`config.mk`:
```
export PLATFORM = sky130hd
export DESIGN_NAME = crcfr_parser
export DESIGN_NICKNAME = d
export VERILOG_FILES = /design/src/crcfr_pkg.sv /design/src/crcfr_parser.sv
export SDC_FILE = /design/constraint.sdc
export NUM_CORES = 1
export LEC_CHECK = 0
export CAP_MARGIN = 20
export CORE_UTILIZATION = 58
export CTS_CLUSTER_DIAMETER = 60
export DETAILED_ROUTE_END_ITERATION = 10
export DONT_BUFFER_PORTS = 1
export HOLD_SLACK_MARGIN = 0.06
export PLACE_DENSITY = 0.76
export REMOVE_ABC_BUFFERS = 1
export SYNTH_ARGS = -nofsm -noshare
export SYNTH_HDL_FRONTEND = slang
export SYNTH_SLANG_ARGS = --single-unit
```
`constraint.sdc`:
```
create_clock -name clock -period 2.55 [get_ports clock]
set_clock_uncertainty 0.05 [all_clocks]
set_input_delay 0.255 -clock clock [delete_from_list [all_inputs] [get_ports clock]]
set_output_delay 0.255 -clock clock [all_outputs]
set_load 0.005 [all_outputs]
```
`src/crcfr_pkg.sv`:
```
package crcfr_pkg;

   localparam int PAYLOAD_MAX_DEF = 1024;
   localparam int ARGS_MAX_DEF    = 512;
   localparam int HDR_BYTES       = 4;
   localparam int CMP_W           = 17;

   localparam logic [15:0] CRC_INIT = 16'hFFFF;
   localparam logic [15:0] CRC_POLY = 16'h1021;
   localparam logic [15:0] CRC_TOP  = 16'h8000;

   localparam int CSR_IDX_W = 2;
   localparam logic [CSR_IDX_W-1:0] CSR_SYNC_FIRST   = 2'd0;
   localparam logic [CSR_IDX_W-1:0] CSR_SYNC_SECOND  = 2'd1;
   localparam logic [CSR_IDX_W-1:0] CSR_COMMAND_TYPE = 2'd2;

   localparam logic [7:0] SYNC_FIRST_RST   = 8'hAA;
   localparam logic [7:0] SYNC_SECOND_RST  = 8'h55;
   localparam logic [7:0] COMMAND_TYPE_RST = 8'h01;

   typedef enum logic [1:0] {
      OP_RX      = 2'd0,
      OP_READ    = 2'd1,
      OP_RELEASE = 2'd2,
      OP_NOP     = 2'd3
   } op_type;

   // Frame-end report from the parser.
   typedef struct packed {
      logic done;
      logic good;
      logic cmd_ok;
   } frame_evt_type;

   // CRC-16/CCITT, MSB first, one byte.
   function automatic logic [15:0] crc_step(input logic [15:0] crc, input logic [7:0] b);
      logic [15:0] c;
      c = crc ^ {b, 8'h00};
      for (int k = 0; k < 8; k++) begin
         if ((c & CRC_TOP) != 16'h0000) begin
            c = (c << 1) ^ CRC_POLY;
         end else begin
            c = c << 1;
         end
      end
      return c;
   endfunction

endpackage

```
`src/crcfr_parser.sv`:
```
module crcfr_parser #(
   parameter int PAYLOAD_MAX = crcfr_pkg::PAYLOAD_MAX_DEF,
   parameter int ARGS_MAX    = crcfr_pkg::ARGS_MAX_DEF
) (
   input  logic                               clock,
   input  logic                               reset,
   input  logic                               byte_valid,
   input  logic [7:0]                         rx_byte,
   input  logic [7:0]                         sync_first,
   input  logic [7:0]                         sync_second,
   input  logic [7:0]                         command_type,
   output logic                               wr_en,
   output logic [$clog2(PAYLOAD_MAX)-1:0]     wr_addr,
   output crcfr_pkg::frame_evt_type           evt,
   output logic [7:0]                         hdr_id,
   output logic [7:0]                         hdr_seq,
   output logic [$clog2(ARGS_MAX+1)-1:0]      hdr_alen
);

   import crcfr_pkg::*;

   localparam int LEN_W  = $clog2(PAYLOAD_MAX + 1);
   localparam int ADDR_W = $clog2(PAYLOAD_MAX);
   localparam int ALEN_W = $clog2(ARGS_MAX + 1);

   typedef enum logic [2:0] {
      PH_SYNC1   = 3'd0,
      PH_SYNC2   = 3'd1,
      PH_TYPE    = 3'd2,
      PH_LENLO   = 3'd3,
      PH_LENHI   = 3'd4,
      PH_PAYLOAD = 3'd5,
      PH_CRC     = 3'd6
   } phase_type;

   phase_type         phase_ff, phase_in;
   logic [7:0]        type_ff, type_in;
   logic [7:0]        lenlo_ff, lenlo_in;
   logic [LEN_W-1:0]  len_ff, len_in;
   logic [LEN_W-1:0]  count_ff, count_in;
   logic [15:0]       crc_ff, crc_in;
   logic [7:0]        crclo_ff, crclo_in;
   logic              crccnt_ff, crccnt_in;
   logic [7:0]        id_ff, id_in;
   logic [7:0]        seq_ff, seq_in;
   logic [7:0]        alo_ff, alo_in;
   logic [7:0]        ahi_ff, ahi_in;

   logic [15:0]       crc_next;
   logic [15:0]       len_full;
   logic [LEN_W-1:0]  count_inc;
   logic [15:0]       alen_full;
   logic [CMP_W-1:0]  alen_plus;
   logic [CMP_W-1:0]  len_cmp;

   assign crc_next  = crc_step(crc_ff, rx_byte);
   assign len_full  = {rx_byte, lenlo_ff};
   assign count_inc = count_ff + LEN_W'(1);
   assign alen_full = {ahi_ff, alo_ff};
   assign alen_plus = CMP_W'(alen_full) + CMP_W'(HDR_BYTES);
   assign len_cmp   = CMP_W'(len_ff);

   always_comb begin
      phase_in  = phase_ff;
      type_in   = type_ff;
      lenlo_in  = lenlo_ff;
      len_in    = len_ff;
      count_in  = count_ff;
      crc_in    = crc_ff;
      crclo_in  = crclo_ff;
      crccnt_in = crccnt_ff;
      id_in     = id_ff;
      seq_in    = seq_ff;
      alo_in    = alo_ff;
      ahi_in    = ahi_ff;
      wr_en     = 1'b0;
      evt       = '0;
      if (byte_valid) begin
         unique case (phase_ff)
            PH_SYNC1: begin
               if (rx_byte == sync_first) begin
                  phase_in = PH_SYNC2;
               end
            end
            PH_SYNC2: begin
               if (rx_byte == sync_second) begin
                  phase_in = PH_TYPE;
                  crc_in   = CRC_INIT;
               end else begin
                  phase_in = PH_SYNC1;
               end
            end
            PH_TYPE: begin
               type_in  = rx_byte;
               crc_in   = crc_next;
               phase_in = PH_LENLO;
            end
            PH_LENLO: begin
               lenlo_in = rx_byte;
               crc_in   = crc_next;
               phase_in = PH_LENHI;
            end
            PH_LENHI: begin
               crc_in    = crc_next;
               count_in  = '0;
               crccnt_in = 1'b0;
               if (CMP_W'(len_full) > CMP_W'(PAYLOAD_MAX)) begin
                  phase_in = PH_SYNC1;
                  len_in   = '0;
               end else begin
                  len_in   = len_full[LEN_W-1:0];
                  phase_in = (len_full != 16'h0000) ? PH_PAYLOAD : PH_CRC;
               end
            end
            PH_PAYLOAD: begin
               wr_en    = 1'b1;
               crc_in   = crc_next;
               count_in = count_inc;
               // first four payload bytes form the command header
               if (count_ff == LEN_W'(0)) id_in  = rx_byte;
               if (count_ff == LEN_W'(1)) seq_in = rx_byte;
               if (count_ff == LEN_W'(2)) alo_in = rx_byte;
               if (count_ff == LEN_W'(3)) ahi_in = rx_byte;
               if (count_inc >= len_ff) begin
                  phase_in  = PH_CRC;
                  crccnt_in = 1'b0;
               end
            end
            PH_CRC: begin
               if (!crccnt_ff) begin
                  crclo_in  = rx_byte;
                  crccnt_in = 1'b1;
               end else begin
                  evt.done   = 1'b1;
                  evt.good   = ({rx_byte, crclo_ff} == crc_ff);
                  evt.cmd_ok = evt.good && (type_ff == command_type)
                               && (len_cmp >= CMP_W'(HDR_BYTES))
                               && (alen_plus == len_cmp)
                               && (CMP_W'(alen_full) <= CMP_W'(ARGS_MAX));
                  phase_in  = PH_SYNC1;
                  len_in    = '0;
                  count_in  = '0;
                  crccnt_in = 1'b0;
               end
            end
            default: begin
               phase_in  = PH_SYNC1;
               len_in    = '0;
               count_in  = '0;
               crccnt_in = 1'b0;
            end
         endcase
      end
   end

   always_ff @(posedge clock) begin
      if (reset) begin
         phase_ff  <= PH_SYNC1;
         type_ff   <= '0;
         lenlo_ff  <= '0;
         len_ff    <= '0;
         count_ff  <= '0;
         crc_ff    <= CRC_INIT;
         crclo_ff  <= '0;
         crccnt_ff <= 1'b0;
      end else begin
         phase_ff  <= phase_in;
         type_ff   <= type_in;
         lenlo_ff  <= lenlo_in;
         len_ff    <= len_in;
         count_ff  <= count_in;
         crc_ff    <= crc_in;
         crclo_ff  <= crclo_in;
         crccnt_ff <= crccnt_in;
      end
   end

   always_ff @(posedge clock) begin
      id_ff  <= id_in;
      seq_ff <= seq_in;
      alo_ff <= alo_in;
      ahi_ff <= ahi_in;
   end

   assign wr_addr  = count_ff[ADDR_W-1:0];
   assign hdr_id   = id_ff;
   assign hdr_seq  = seq_ff;
   assign hdr_alen = alen_full[ALEN_W-1:0];

endmodule

```
==> flow_summary.toml <==
[outcome]
status = "finished, violations left"
violations = "negative setup slack"

[power_and_ir_drop]
power.density_nw_per_um2 = 456
power_mw = 2.75
ir_drop_mv = 0.241
p_leak_nw = 2.17

[routing]
first_iter_violations = 428
drc = 0
first_pass_iters = 7
drt-wirelength-per-cell_um = 19.2
vias = 4363
wl_mm = 13.6
vias_per_cell = 6.17
ant_nets = 0

[die]
top_level_ports = 75
die-width_um = 97.0
core_area_sq_um = 8720
start_util_pct = 60.0
dieArea_sq_um = 9410
num_rows = 34
dieHeight_um = 97.0

[clocking]
path_clk_slew_ns = 0.11
clockBufferDepth = 2
tritoncts = "yes"
cts_buffers = 9
htreeDepth = 3
clockRootBuffer = "clkbuf_8"
cts_sinks = 98
clk_latency_ns = 0.37

[worst_setup_path]
startpoint_type = "flop"
cp_data_arrival_time_ns = 2.28
path_class = "flop to primary output"
critPathMaxFanout = 4
critPathCaptureType = "primary output"
required_ns = 2.25

[timing]
min_period_over_period_pct = 101
worst_slew_pin_slew_ns = 0.528
whs_ns = 0.103
rsz0062_at_grt = "yes"
drv_slew = 0
layout_setup_ws_ns = -0.0366
max_slew_margin_pct = 64.5
clock.fmax_mhz = 387
min_period_ns = 2.59
setup_viol = 3
final-hold-violation-count = 0

[place]
portBuffers = 0
dp_hpwl_mm = 8.85
place_area_sq_um = 5430
gp_congestion = 0.902

[global_route]
grt_pass1_vias = 4377
grt_pass1_wl_mm = 21.9
grt_overflow = 0
grt_max_degree = 67
grt_util_all_layers_pct = 29.6
grt_antenna_before_repair = 0

[layout]
nFillCells = 645
fin_nets = 649
final_cell_area_sq_um = 6040
final_cell_mix = "nand2_1 (60), dfxtp_1 (60), buf_4 (46)"
drive_gt1_share_pct = 17.0
area_growth_pct = 15.3
multi_input_area_sq_um = 2820
num_antenna_cells = 0
final_util_pct = 69.2
ff_latch_area_sq_um = 2290

[logic_synthesis]
synth_seq_cells = 98
ys_types = 51
yosys_warnings = 0
ys_async_sr_fraction_pct = 0
syn-mean-instance-area_sq_um = 9.25
synth_edf_count = 32
syn-cell-area_sq_um = 5240
ys_seq_area_share_pct = 43.6
synthCells = 566
synth_flop_cell = "dfxtp_1"

[hold_path]
hold_path_class = "primary input to flop"

[run]
drv_cap = 0
==> metal layers <==
layer	GRT usage, %	up-vias	routed length (um)
li1	-	2040	-
met1	39.0	2101	5620
met2	48.5	199	6530
met3	6.21	23	1150
met4	9.99	0	255
met5	0	-	0
==> final cells by class <==
| class | instances | area share [%] |
|---|---|---|
| multi-input cells | 405 | 46.6 |
| repair buffers | 61 | 8.44 |
| flip-flops and latches | 98 | 38.0 |
| clock inverters | 7 | 1.43 |
| well taps | 108 | 2.24 |
| clock buffers | 9 | 2.05 |
| inverters | 19 | 1.18 |
==> flip-flops by register name (all words and copies together) (netlist names), 8 cells and up <==
name / flops
len_ff: 11
hdr_id: 8
hdr_seq: 8
lenlo_ff: 8
type_ff: 8
ahi_ff: 8
crc_ff: 16
crclo_ff: 8
count_ff: 11
alo_ff: 8
==> cell usage after synthesis, drive strengths merged, types with 19 or more instances <==
cell type   n  share of area, %
ha         20               4.8
nor2       31               2.2
nand3      24               2.3
nand2      61               4.4
dfxtp      66                25
inv        19               1.4
clkbuf     26               1.9
nor3       25               2.5
edfxtp     32                18
xnor2      37               6.2
a21oi      36               3.4
xor2       43               7.7
a31oi      19               2.3
==> critical path: stages, from the launching register on <==
cell       delay [ns]
edfxtp_1         0.46
inv_1            0.09
ha_1             0.23
xor2_1           0.16
nor4_1           0.20
nand3_1          0.12
nor4_2           0.23
nand4_1          0.16
a2111oi_2        0.28
==> report_power, final <==
part	total, mW	internal, mW	switching, mW	leakage (nW)
logic	0.135	0.0563	0.0784	1.24
clock network	1.01	0.393	0.616	0.104
registers	1.61	1.61	0.000406	0.823
total	2.75	2.05	0.695	2.17
==> timing repair <==
action,4_1_cts,5_1_grt
setup buffers,6,5
setup endpoints to repair,5,37
hold buffers,13,0
gates resized for setup,23,16
endpoints found under the hold margin,97,0
pin swaps,13,9
==> stage by stage <==
step           std cells  setup WS (ns)  setup TNS (ns)
6_report             707        -0.0366         -0.0954
5_1_grt              707         -0.194          -0.592
4_1_cts              702        -0.0618         -0.0618
3_5_place_dp         667         -0.202          -0.725
3_3_place_gp         666        -0.0788          -0.109
2_1_floorplan        522         -0.279          -0.477
==> cells by family after synthesis <==
family | share of synthesized area (%)
and+or+nand+nor | 19.1
AOI/OAI and AO/OA | 11.6
DFF | 43.6
xor gates and xnor gates | 13.9
buffers and inverters | 5.59
adders and majority gates | 4.78
muxes | 1.39
==> path summary, 6_finish.rpt <==
| check | from | endpoint | slack, ns | cells past startpoint |
|---|---|---|---|---|
| max | alo_ff[2] | evt[0] | -0.04 | 8 |
| min | reset | phase_ff[1] | 0.10 | 2 |
| max reg2reg | count_ff[1] | phase_ff[2] | -0.03 | 13 |
| min reg2reg | crclo_ff[0] | crclo_ff[0] | 0.43 | 2 |
No activity file was read; power rests on OpenSTA's default activity.
